<file path="src/rtl/rsst_pkg.sv">
package rsst_pkg;

  localparam int MAX_RECORDS = 32;
  localparam int IDX_W       = (MAX_RECORDS > 1) ? $clog2(MAX_RECORDS) : 1;
  localparam int CNT_W       = $clog2(MAX_RECORDS + 1);
  localparam int KEY_W       = 12;
  localparam int TAG_W       = 5;
  localparam int PAYLOAD_W   = KEY_W + TAG_W;
  localparam int TDATA_W     = ((PAYLOAD_W + 7) / 8) * 8;

  typedef struct packed {
    logic [TAG_W-1:0] tag;
    logic [KEY_W-1:0] key;
  } rec_t;

  typedef enum logic [3:0] {
    ST_LOAD,
    ST_PASS_RD,
    ST_PASS_CAP,
    ST_SCAN,
    ST_SWAP_A,
    ST_SWAP_B,
    ST_EMIT_RD,
    ST_EMIT_CAP,
    ST_EMIT_WAIT
  } state_t;

  // read address source
  typedef enum logic [1:0] {
    RD_PASS,
    RD_PASS_NEXT,
    RD_SCAN_NEXT,
    RD_EMIT
  } rd_src_t;

  typedef struct packed {
    logic    store;       // write incoming record at count
    logic    drop;        // store full, flag overflow
    logic    start_sort;  // i <= 0
    logic    start_emit;  // k <= 0
    logic    cap_pass;    // cur/best <= record i, j <= i+1
    logic    scan_step;   // compare record j, j <= j+1
    logic    wr_best;     // mem[best_idx] <= cur
    logic    wr_pass;     // mem[i] <= best, i <= i+1
    logic    load_out;    // output register <= record k
    logic    next_emit;   // k <= k+1
    logic    clear;       // set finished
    rd_src_t rd_src;
  } cmd_t;

  typedef struct packed {
    logic full;       // store at capacity
    logic need_sort;  // more than one record once current beat lands
    logic scan_end;   // j is the last held record
    logic pass_end;   // no pass after the current one
    logic out_take;   // output beat taken
    logic emit_last;  // k is the last held record
  } status_t;

endpackage

</file>
<file path="src/rtl/rsst_ctrl.sv">
module rsst_ctrl
  import rsst_pkg::*;
(
  input  logic    clk,
  input  logic    rst,
  input  logic    s_valid,
  input  logic    s_last,
  output logic    s_ready,
  input  status_t status,
  output cmd_t    cmd
);

  state_t state, state_next;
  logic   in_fire;

  assign s_ready = (state == ST_LOAD);
  assign in_fire = s_valid && s_ready;

  always_ff @(posedge clk) begin
    if (rst) begin
      state <= ST_LOAD;
    end else begin
      state <= state_next;
    end
  end

  always_comb begin
    state_next = state;
    unique case (state)
      ST_LOAD: begin
        if (in_fire && s_last) begin
          state_next = status.need_sort ? ST_PASS_RD : ST_EMIT_RD;
        end
      end
      ST_PASS_RD:  state_next = ST_PASS_CAP;
      ST_PASS_CAP: state_next = ST_SCAN;
      ST_SCAN: begin
        if (status.scan_end) begin
          state_next = ST_SWAP_A;
        end
      end
      ST_SWAP_A:   state_next = ST_SWAP_B;
      ST_SWAP_B:   state_next = status.pass_end ? ST_EMIT_RD : ST_PASS_RD;
      ST_EMIT_RD:  state_next = ST_EMIT_CAP;
      ST_EMIT_CAP: state_next = ST_EMIT_WAIT;
      ST_EMIT_WAIT: begin
        if (status.out_take) begin
          state_next = status.emit_last ? ST_LOAD : ST_EMIT_RD;
        end
      end
      default:     state_next = ST_LOAD;
    endcase
  end

  always_comb begin
    cmd = '0;
    cmd.rd_src = RD_EMIT;
    unique case (state)
      ST_LOAD: begin
        cmd.store      = in_fire && !status.full;
        cmd.drop       = in_fire && status.full;
        cmd.start_sort = in_fire && s_last;
        cmd.start_emit = in_fire && s_last;
      end
      ST_PASS_RD: begin
        cmd.rd_src = RD_PASS;
      end
      ST_PASS_CAP: begin
        cmd.cap_pass = 1'b1;
        cmd.rd_src   = RD_PASS_NEXT;
      end
      ST_SCAN: begin
        cmd.scan_step = 1'b1;
        cmd.rd_src    = RD_SCAN_NEXT;
      end
      ST_SWAP_A: begin
        cmd.wr_best = 1'b1;
      end
      ST_SWAP_B: begin
        cmd.wr_pass = 1'b1;
      end
      ST_EMIT_RD: begin
        cmd.rd_src = RD_EMIT;
      end
      ST_EMIT_CAP: begin
        cmd.load_out = 1'b1;
      end
      ST_EMIT_WAIT: begin
        cmd.next_emit = status.out_take;
        cmd.clear     = status.out_take && status.emit_last;
      end
      default: begin
        cmd = '0;
      end
    endcase
  end

endmodule

</file>
<file path="src/rtl/rsst_datapath.sv">
module rsst_datapath
  import rsst_pkg::*;
(
  input  logic             clk,
  input  logic             rst,
  input  cmd_t             cmd,
  output status_t          status,
  input  logic [KEY_W-1:0] in_key,
  input  logic [TAG_W-1:0] in_tag,
  output logic [KEY_W-1:0] out_key,
  output logic [TAG_W-1:0] out_tag,
  output logic             out_last,
  output logic             out_ovf,
  output logic             out_valid,
  input  logic             out_ready
);

  rec_t mem [MAX_RECORDS];
  rec_t rd_data;

  logic [CNT_W-1:0] count;
  logic             ovf;
  logic [IDX_W-1:0] i_idx;
  logic [IDX_W-1:0] j_idx;
  logic [IDX_W-1:0] k_idx;
  logic [IDX_W-1:0] best_idx;
  rec_t             cur;
  rec_t             best;

  logic [IDX_W-1:0] rd_addr;
  logic             wr_en;
  logic [IDX_W-1:0] wr_addr;
  rec_t             wr_data;
  logic             full;
  logic [CNT_W-1:0] count_m1;

  assign full     = (count == CNT_W'(MAX_RECORDS));
  assign count_m1 = count - CNT_W'(1);

  always_comb begin
    case (cmd.rd_src)
      RD_PASS:      rd_addr = i_idx;
      RD_PASS_NEXT: rd_addr = i_idx + IDX_W'(1);
      RD_SCAN_NEXT: rd_addr = j_idx + IDX_W'(1);
      default:      rd_addr = k_idx;
    endcase
  end

  always_comb begin
    wr_en   = cmd.store || cmd.wr_best || cmd.wr_pass;
    wr_addr = count[IDX_W-1:0];
    wr_data = '{tag: in_tag, key: in_key};
    if (cmd.wr_best) begin
      wr_addr = best_idx;
      wr_data = cur;
    end else if (cmd.wr_pass) begin
      wr_addr = i_idx;
      wr_data = best;
    end
  end

  always_ff @(posedge clk) begin
    if (wr_en) begin
      mem[wr_addr] <= wr_data;
    end
    rd_data <= mem[rd_addr];
  end

  // scan, pass and emit bookkeeping, output register load
  always_ff @(posedge clk) begin
    if (cmd.start_sort) begin
      i_idx <= '0;
    end else if (cmd.wr_pass) begin
      i_idx <= i_idx + IDX_W'(1);
    end
    if (cmd.cap_pass) begin
      cur      <= rd_data;
      best     <= rd_data;
      best_idx <= i_idx;
      j_idx    <= i_idx + IDX_W'(1);
    end else if (cmd.scan_step) begin
      if (rd_data.key < best.key) begin
        best     <= rd_data;
        best_idx <= j_idx;
      end
      j_idx <= j_idx + IDX_W'(1);
    end
    if (cmd.start_emit) begin
      k_idx <= '0;
    end else if (cmd.next_emit) begin
      k_idx <= k_idx + IDX_W'(1);
    end
    if (cmd.load_out) begin
      out_key  <= rd_data.key;
      out_tag  <= rd_data.tag;
      out_last <= (CNT_W'(k_idx) == count_m1);
      out_ovf  <= ovf;
    end
  end

  always_ff @(posedge clk) begin
    if (rst) begin
      count     <= '0;
      ovf       <= 1'b0;
      out_valid <= 1'b0;
    end else begin
      if (cmd.clear) begin
        count <= '0;
        ovf   <= 1'b0;
      end else begin
        if (cmd.store) begin
          count <= count + CNT_W'(1);
        end
        if (cmd.drop) begin
          ovf <= 1'b1;
        end
      end
      if (cmd.load_out) begin
        out_valid <= 1'b1;
      end else if (out_valid && out_ready) begin
        out_valid <= 1'b0;
      end
    end
  end

  always_comb begin
    status.full      = full;
    status.need_sort = (count != '0);
    status.scan_end  = (CNT_W'(j_idx) == count_m1);
    status.pass_end  = (CNT_W'(i_idx) + CNT_W'(2) >= count);
    status.out_take  = out_valid && out_ready;
    status.emit_last = (CNT_W'(k_idx) == count_m1);
  end

endmodule

</file>
<file path="src/rtl/record_selection_sort_by_time_top.sv">
// Record selection sorter by time key.
// Input stream (s_axis): one record per beat, tdata = {record_tag, time_key},
// tlast marks the final record of a set. Records beyond MAX_RECORDS are
// dropped and remembered as overflow.
// After the tlast beat the block stops taking beats (s_axis_tready low),
// selection-sorts the held records by ascending key (first strict minimum
// wins each pass) and then streams them on m_axis, tlast on the final one,
// tuser = overflow flag on every beat of that run.
// Loading keeps s_axis_tready high, so beats are taken back to back. Sorting
// makes one key compare per cycle against the record memory's single read
// port, plus read, capture and two swap writes per pass. Emission reads each
// record from memory, loads it into the output register and hands the beat
// off before the next record is read.
// When the receiver stalls, the output register holds its beat and the
// sequencer waits. Reset (rst, synchronous) empties the set and clears the
// overflow flag; stored records need no clearing.
module record_selection_sort_by_time_top
  import rsst_pkg::*;
(
  input  logic               clk,
  input  logic               rst,
  input  logic               s_axis_tvalid,
  output logic               s_axis_tready,
  input  logic [TDATA_W-1:0] s_axis_tdata,   // time_key[11:0], record_tag[16:12], zero pad
  input  logic               s_axis_tlast,   // last_item
  output logic               m_axis_tvalid,
  input  logic               m_axis_tready,
  output logic [TDATA_W-1:0] m_axis_tdata,   // sorted_key[11:0], sorted_tag[16:12], zero pad
  output logic               m_axis_tlast,   // last_out
  output logic [0:0]         m_axis_tuser    // overflow
);

  cmd_t             cmd;
  status_t          status;
  logic [KEY_W-1:0] out_key;
  logic [TAG_W-1:0] out_tag;
  logic             out_ovf;

  // sequencer: load, sort passes, emit
  rsst_ctrl u_ctrl (
    .clk     (clk),
    .rst     (rst),
    .s_valid (s_axis_tvalid),
    .s_last  (s_axis_tlast),
    .s_ready (s_axis_tready),
    .status  (status),
    .cmd     (cmd)
  );

  // record memory, min tracking, output register
  rsst_datapath u_dp (
    .clk       (clk),
    .rst       (rst),
    .cmd       (cmd),
    .status    (status),
    .in_key    (s_axis_tdata[KEY_W-1:0]),
    .in_tag    (s_axis_tdata[PAYLOAD_W-1:KEY_W]),
    .out_key   (out_key),
    .out_tag   (out_tag),
    .out_last  (m_axis_tlast),
    .out_ovf   (out_ovf),
    .out_valid (m_axis_tvalid),
    .out_ready (m_axis_tready)
  );

  assign m_axis_tdata    = TDATA_W'({out_tag, out_key});
  assign m_axis_tuser[0] = out_ovf;

endmodule
</file>
<file path="config.mk">
export PLATFORM = sky130hd
export DESIGN_NAME = record_selection_sort_by_time_top
export DESIGN_NICKNAME = d
export VERILOG_FILES = /design/src/rtl/rsst_pkg.sv /design/src/rtl/rsst_ctrl.sv /design/src/rtl/rsst_datapath.sv /design/src/rtl/record_selection_sort_by_time_top.sv
export SDC_FILE = /design/constraint.sdc
export NUM_CORES = 1
export LEC_CHECK = 0
export ABC_CLOCK_PERIOD_IN_PS = 5300
export BUFFER_PORTS_ARGS = -buffer_cell sky130_fd_sc_hd__buf_2
export CAP_MARGIN = 20
export CORE_MARGIN = 3
export CORE_UTILIZATION = 60
export DETAILED_ROUTE_END_ITERATION = 12
export PLACE_DENSITY = 0.77
export SYNTH_ARGS = -nofsm -noshare
export SYNTH_HDL_FRONTEND = slang
export SYNTH_SLANG_ARGS = --single-unit
export TNS_END_PERCENT = 1
</file>
<file path="constraint.sdc">
create_clock -name clk -period 5.3 [get_ports clk]
set_input_delay 1.59 -clock clk [delete_from_list [all_inputs] [get_ports clk]]
set_output_delay 1.59 -clock clk [all_outputs]
set_load 0.03 [all_outputs]
</file>
==> reports/results.ini, run 1 <==
[run_status]
run_status=complete, no violations

[layout]
fill_cells=2469
seqCellArea_um2=19000
multi_input_area_um2=5970
fin_nets=1491
area_growth_pct=12.8
post_route_cells_drive_above_1_share=0.258
fin_cells=2022
num_antenna_cells=0
utilization=0.694

[clock_tree]
htree_levels=2
ctsHoldBuffers=0
cts-buffers-inserted=61
clock_latency_ns=0.62
cts-resized-gates=0
cts_setup_buffers=0
cts.sinks=646
clk_pin_slew_worst_paths_ns=0.06
cts_tree=built
cts_buffer_depth=3
clock-root-buffer=clkbuf_16

[detailed_routing]
first_pass_iters=5
viasPerCell=6.64
drc=0
num_vias=13400
avgRoutedWirePerCell_um=29.3
ant_nets=0
routed_wl_um=59200
drt_iter0_drc=1658

[timing]
finalSetupTns_ns=0
fin_crit_sh=0.827
skew_ns=0.0163
grt_setup_unrepaired=no
setup_viol=0
fin_ws_ns=0.917
maxSlewHeadroom=0.274
hold_viol_final=0
period_minus_slack_ns=4.38
maxSlewViolCount=0
max_freq_ghz=0.228
tightest_slew_ns=1.09

[placed_design]
dp_slack_ns=1.03
place_inst=1901
dp_hpwl_um=36400
port_buffers=42
routabilityCongestion=0.909

[critical_path]
start_kind=flip-flop
crit_arrival_ns=4.85
cp_max_fo=28
r2r-start=u_ctrl.state[1]
reg2regPathDepth=12
timing.rr.end=u_dp.rd_data[1]
required_ns=5.77
cp-endpoint=u_dp.rd_data[1]
cp-end-kind=flip-flop
critPathKind=reg -> reg
startpoint=u_ctrl.state[1]
r2r_setup_slack_ns=0.92

[worst_hold_path]
hold_depth=0
hp-start=u_dp.rd_data[15]
hold_class=reg -> reg

[global_route]
grt_pass1_vias=13200
grt_use_total=0.268
antenna_found_initial=0
grt_max_degree=33
grt_pass1_wl_um=86500
overflow=0

[logic_synthesis]
synth_seq_cells=646
ys.flop_type=edfxtp_1
synth_common_cells=edfxtp_1, mux4_2, nor2_1, o22ai_1, nand2_1
synth_most_common_cell=edfxtp_1
netlist_area_um2=25500
yosysTopAreaCell=edfxtp_1
synth_edf_count=607
synth_top_area_share=0.716
ys_types=63
synth_cells=1313
yosysWarnings=0
async_flop_share=0
seq_area_frac_synth=0.747
synthTopCellsByArea=edfxtp_1, mux4_2, dfxtp_1
avgSynthCellArea_um2=19.4

[power]
max-vdd-ir-drop_mv=0.353
powerDensity_nw_per_um2=583
p_leak_nw=9.27

[die]
dieArea_um2=44900
io_pins=57
die_h_um=212
die_w_um=212
core.rowCount=74
start_util=0.615
coreArea_um2=41400

[run]
max-cap-violations=0

[through the flow]
step | hold slack (ns) | cell area [µm²] | total power [W]
5_1_grt | 0.471 | 28700 | 0.0174
4_1_cts | 0.458 | 28600 | 0.0167
6_report | 0.464 | 28700 | 0.0167
2_1_floorplan | 0.409 | 25500 | 0.0106
3_3_place_gp | 0.436 | 26600 | 0.0123
3_5_place_dp | 0.448 | 26700 | 0.0125
[layout by cell type (no fill, tap or decap), types with 7 or more instances in the layout]
cell type | Yosys | layout
clkbuf_1 | 23 | 15
a31oi_1 | 7 | 7
o22ai_1 | 68 | 68
ha_1 | 23 | 23
nor3_1 | 16 | 16
nor2_1 | 68 | 61
o21ai_0 | 11 | 7
buf_8 | 3 | 7
conb_1 | 1 | 7
xor2_1 | 10 | 10
nand3_1 | 15 | 15
edfxtp_1 | 607 | 607
dfxtp_1 | 39 | 39
nor4_2 | 16 | 16
a221o_1 | 16 | 16
buf_4 | 14 | 70
a21o_1 | 12 | 12
nor2_2 | 1 | 8
clkinv_2 | 1 | 8
bufinv_16 | 0 | 7
xnor2_1 | 23 | 23
nand2_1 | 48 | 48
buf_2 | 21 | 42
mux4_2 | 136 | 136
clkinv_1 | 1 | 21
and3_1 | 8 | 8
clkbuf_16 | 0 | 61
inv_1 | 27 | 27
a21oi_1 | 26 | 26
[layer usage]
metal | global-route usage | wire, µm | vias up
met2 | 0.413 | 28000 | 843
met3 | 0.0544 | 6460 | 130
met1 | 0.379 | 22000 | 6832
met5 | 0 | 0 | -
li1 | - | - | 5619
met4 | 0.126 | 2630 | 0
[worst max-delay path: stages (launching register included)]
cell and delay [ns]:
dfxtp_1 0.56, inv_4 0.09, or4_4 0.62, clkinv_2 0.44
nand2_2 0.10, nor2_2 0.10, a21oi_1 0.07, a31oi_4 0.83
buf_4 0.35, buf_4 0.19, mux4_2 0.30, o22ai_1 0.45
nor4_2 0.11
[power by group]
part,switching (W),internal (W),total [W],leakage [nW]
clock network,0.00180,0.00246,0.00426,0.943
registers,0.000246,0.00650,0.00675,5.80
logic,0.00326,0.00247,0.00573,2.53
[kinds of logic after synthesis]
| kind of cell | after synthesis | synth area share |
|---|---|---|
| AO/OA/AOI/OAI | 158 | 0.0424 |
| XOR/XNOR | 33 | 0.0114 |
| adder cells (fa/ha/maj) | 23 | 0.0113 |
| buffers and inverters | 100 | 0.0217 |
| flip-flops | 646 | 0.747 |
| multiplexers | 140 | 0.122 |
| other | 1 | 0.000147 |
| AND/OR/NAND/NOR | 212 | 0.0444 |
[how the worst min path moves through the flow]
stage                                 end  slack, ns
after detailed placement    u_dp.best[15]       0.45
final                     u_dp.out_tag[3]       0.46
after floorplan              u_dp.out_ovf       0.41
after global placement      u_dp.best[15]       0.44
after global routing        u_dp.best[16]       0.47
after CTS                   u_dp.best[15]       0.46
[state kept, by name (all words and copies together) (netlist names), 4 cells and up]
name	cells
u_dp.mem	544
u_dp.best	17
u_dp.cur	17
u_dp.rd_data	17
u_dp.out_key	12
u_dp.count	6
u_dp.best_idx	5
u_dp.i_idx	5
u_dp.j_idx	5
u_dp.k_idx	5
u_dp.out_tag	5
u_ctrl.state	4
[layout make-up]
cell class | count | area share
clock buffer | 77 | 0.0556
clock inverter | 37 | 0.0120
inverter | 30 | 0.00405
multi-input combinational | 573 | 0.208
sequential | 646 | 0.662
tap | 532 | 0.0232
timing repair buffer | 127 | 0.0354
No activity file was read; power rests on OpenSTA's default activity.
==> run 2, diff against run 1 <==
- ABC_AREA: default -> 1
- ABC_CLOCK_PERIOD_IN_PS: 5300 -> 3600
- CORE_UTILIZATION: 60 -> 57
- PLACE_DENSITY: 0.77 -> 0.76
- clock period: 5.3 -> 3.6 ns (I/O delays scaled with it)
==> reports/results.ini, run 2 <==
[run_status]
run_status=complete, no violations  ; unchanged

[logic_synthesis]
async_flop_share=0  ; unchanged
yosysTopAreaCell=edfxtp_1  ; unchanged
synth_top_area_share=0.638  ; was 0.716
seq_area_frac_synth=0.665  ; was 0.747
ys_types=43  ; was 63
synth_most_common_cell=nand2_1  ; was edfxtp_1
yosysWarnings=0  ; unchanged
synth_edf_count=607  ; unchanged
synth_seq_cells=646  ; unchanged
synth_cells=2721  ; was 1313
avgSynthCellArea_um2=10.5  ; was 19.4 µm²
ys.flop_type=edfxtp_1  ; unchanged
synthTopCellsByArea=edfxtp_1, nand3_1, nand2_1  ; was edfxtp_1, mux4_2, dfxtp_1
netlist_area_um2=28600  ; was 25500 µm²
synth_common_cells=nand2_1, edfxtp_1, nand3_1, inv_1, nand3b_1  ; was edfxtp_1, mux4_2, nor2_1, o22ai_1, nand2_1

[worst_hold_path]
hp-start=u_dp.ovf  ; was u_dp.rd_data[15]
hold_end=u_dp.out_ovf  ; was u_dp.out_tag[3]
hold_class=reg -> reg  ; unchanged
hold_depth=0  ; unchanged

[timing]
hold_viol_final=0  ; unchanged
skew_ns=0.0246  ; was 0.0163 ns
max_freq_ghz=0.285  ; was 0.228 GHz
grt_setup_unrepaired=yes  ; was no
tightest_slew_ns=0.863  ; was 1.09 ns
maxSlewHeadroom=0.423  ; was 0.274
fin_ws_ns=0.0967  ; was 0.917 ns
fin_crit_sh=0.973  ; was 0.827
period_minus_slack_ns=3.50  ; was 4.38 ns
setup_viol=0  ; unchanged
maxSlewViolCount=0  ; unchanged

[critical_path]
required_ns=3.88  ; was 5.77 ns
critPathKind=reg -> reg  ; unchanged
r2r_setup_slack_ns=0.1  ; was 0.92 ns
start_kind=flip-flop  ; unchanged
reg2regPathDepth=12  ; unchanged
timing.rr.end=u_dp.mem[12][13]  ; was u_dp.rd_data[1]
crit_arrival_ns=3.79  ; was 4.85 ns
cp_max_fo=17  ; was 28
cp-end-kind=flip-flop  ; unchanged
r2r-start=u_ctrl.state[3]  ; was u_ctrl.state[1]

[detailed_routing]
ant_nets=0  ; unchanged
routed_wl_um=71500  ; was 59200 µm
drt_iter0_drc=2493  ; was 1658
first_pass_iters=6  ; was 5
drc=0  ; unchanged
num_vias=20400  ; was 13400
avgRoutedWirePerCell_um=20.4  ; was 29.3 µm
viasPerCell=5.84  ; was 6.64

[layout]
num_antenna_cells=0  ; unchanged
post_route_cells_drive_above_1_share=0.0953  ; was 0.258
top_register=u_dp.mem  ; unchanged
fin_area_um2=32100  ; was 28700 µm²
layout_commonest_cell=nand2_1  ; was edfxtp_1
area_growth_pct=12.4  ; was 12.8%
fin_nets=2831  ; was 1491
most-common-layout-cells=nand2_1, edfxtp_1, nand3_1  ; was edfxtp_1, mux4_2, buf_4
largest_reg_flops=544  ; unchanged
fill_cells=3557  ; was 2469

[placed_design]
dp_slack_ns=0.350  ; was 1.03 ns
routabilityCongestion=0.945  ; was 0.909
dp_hpwl_um=42100  ; was 36400 µm
postPlaceCellArea_um2=29900  ; was 26700 µm²
port_buffers=42  ; unchanged

[die]
die_w_um=230  ; was 212 µm
dieArea_um2=52800  ; was 44900 µm²
die_h_um=230  ; was 212 µm
start_util=0.580  ; was 0.615
core.rowCount=81  ; was 74
io_pins=57  ; unchanged
coreArea_um2=49300  ; was 41400 µm²

[global_route]
grt_use_total=0.269  ; was 0.268
antenna_found_initial=1  ; was 0
grt_pass1_vias=19800  ; was 13200
grt.busiest_layer=met2  ; unchanged
met1_usage=0.366  ; was 0.379
grt_pass1_wl_um=109000  ; was 86500 µm
overflow=0  ; unchanged
use_met2=0.428  ; was 0.413
grt_max_degree=155  ; was 33
use_met3=0.0503  ; was 0.0544

[clock_tree]
clock_latency_ns=0.62  ; about the same
clock-root-buffer=clkbuf_16  ; unchanged
cts-buffers-inserted=68  ; was 61
clk_pin_slew_worst_paths_ns=0.06  ; about the same
cts_tree=built  ; unchanged
cts_buffer_depth=3  ; unchanged
cts.sinks=646  ; unchanged
htree_levels=3  ; was 2

[run]
max-cap-violations=0  ; unchanged

run 2: cell types whose count changed after synthesis, moves of 11 or more:
| cell | change |
|---|---|
| nand3_1 | +591 |
| nand2_1 | +588 |
| inv_1 | +331 |
| mux4_2 | -136 |
| nand3b_1 | +81 |
| o22ai_1 | -67 |
| buf_2 | +53 |
| clkbuf_1 | +27 |
| xnor2_1 | -23 |
| o21ai_0 | +20 |
| a221o_1 | -16 |
| nor4_2 | -16 |
| buf_1 | +13 |
| a21o_1 | -11 |
run 2: cell type report:
class / count / area (µm²) / share of cell area
clock buffers: 88 / 1850 / 0.0576
inverters: 365 / 1370 / 0.0427
well taps: 664 / 831 / 0.0259
clock inverters: 35 / 369 / 0.0115
flip-flops and latches: 646 / 19000 / 0.592
repair buffers: 137 / 1130 / 0.0352
multi-input cells: 1561 / 7550 / 0.235
run 2: metrics by stage:
| stage | setup TNS, ns | hold slack [ns] | std cells | util |
|---|---|---|---|---|
| finish | 0 | 0.450 | 3496 | 0.652 |
| global route | -4.02 | 0.482 | 3496 | 0.652 |
| CTS | 0 | 0.456 | 3495 | 0.651 |
| detailed placement | 0 | 0.430 | 3372 | 0.606 |
| global placement | 0 | 0.427 | 3372 | 0.606 |
| floorplan | 0 | 0.409 | 2727 | - |
run 2: cells by family after synthesis:
kind of cell / Yosys count / synth area share
simple gates: 1424 / 0.227
buf+inv: 520 / 0.0740
compound gates: 93 / 0.0190
other cells: 1 / 0.000131
xor+xnor: 14 / 0.00429
fa+ha+maj: 23 / 0.0101
flops: 646 / 0.665
run 2: critical path, cell delays in order, from the launching register on:
cell	delay [ns]
dfxtp_1	0.36
inv_2	0.07
nand2_2	0.15
nor2_1	0.09
inv_2	0.23
nor2_1	0.14
buf_4	0.18
inv_1	0.07
nor2_1	0.05
a221oi_1	0.59
nand3_1	0.64
nor2_1	0.31
buf_4	0.29
run 2: how the worst max path moves through the flow:
stage	from	end	slack [ns]
2_1_floorplan	u_dp.best[1]	u_dp.best[0]	0.40
3_3_place_gp	u_ctrl.state[3]	u_dp.mem[16][2]	0.44
3_5_place_dp	u_ctrl.state[3]	u_dp.mem[16][0]	0.35
4_1_cts	u_ctrl.state[3]	u_dp.mem[6][16]	0.31
5_1_grt	u_ctrl.state[3]	u_dp.mem[4][12]	-0.07
6_report	u_ctrl.state[3]	u_dp.mem[12][13]	0.1
run 2: what timing repair did:
| action | 4_1_cts | 5_1_grt |
|---|---|---|
| gates resized for setup | 0 | 0 |
| setup buffers | 0 | 0 |
| hold buffers | 0 | 0 |
| setup endpoints to repair | 0 | 126 |
run 2: metal layers:
metal / vias to the layer above / share of wire
met4: 2 / 0.041
met3: 203 / 0.096
met1: 9729 / 0.40
met2: 1143 / 0.47
li1: 9329 / -
met5: - / 0.00018
Power of run 2 is left out: the tool's default activity adds up to more than one toggle a clock period on the data nets, which glitch-free logic cannot reach.
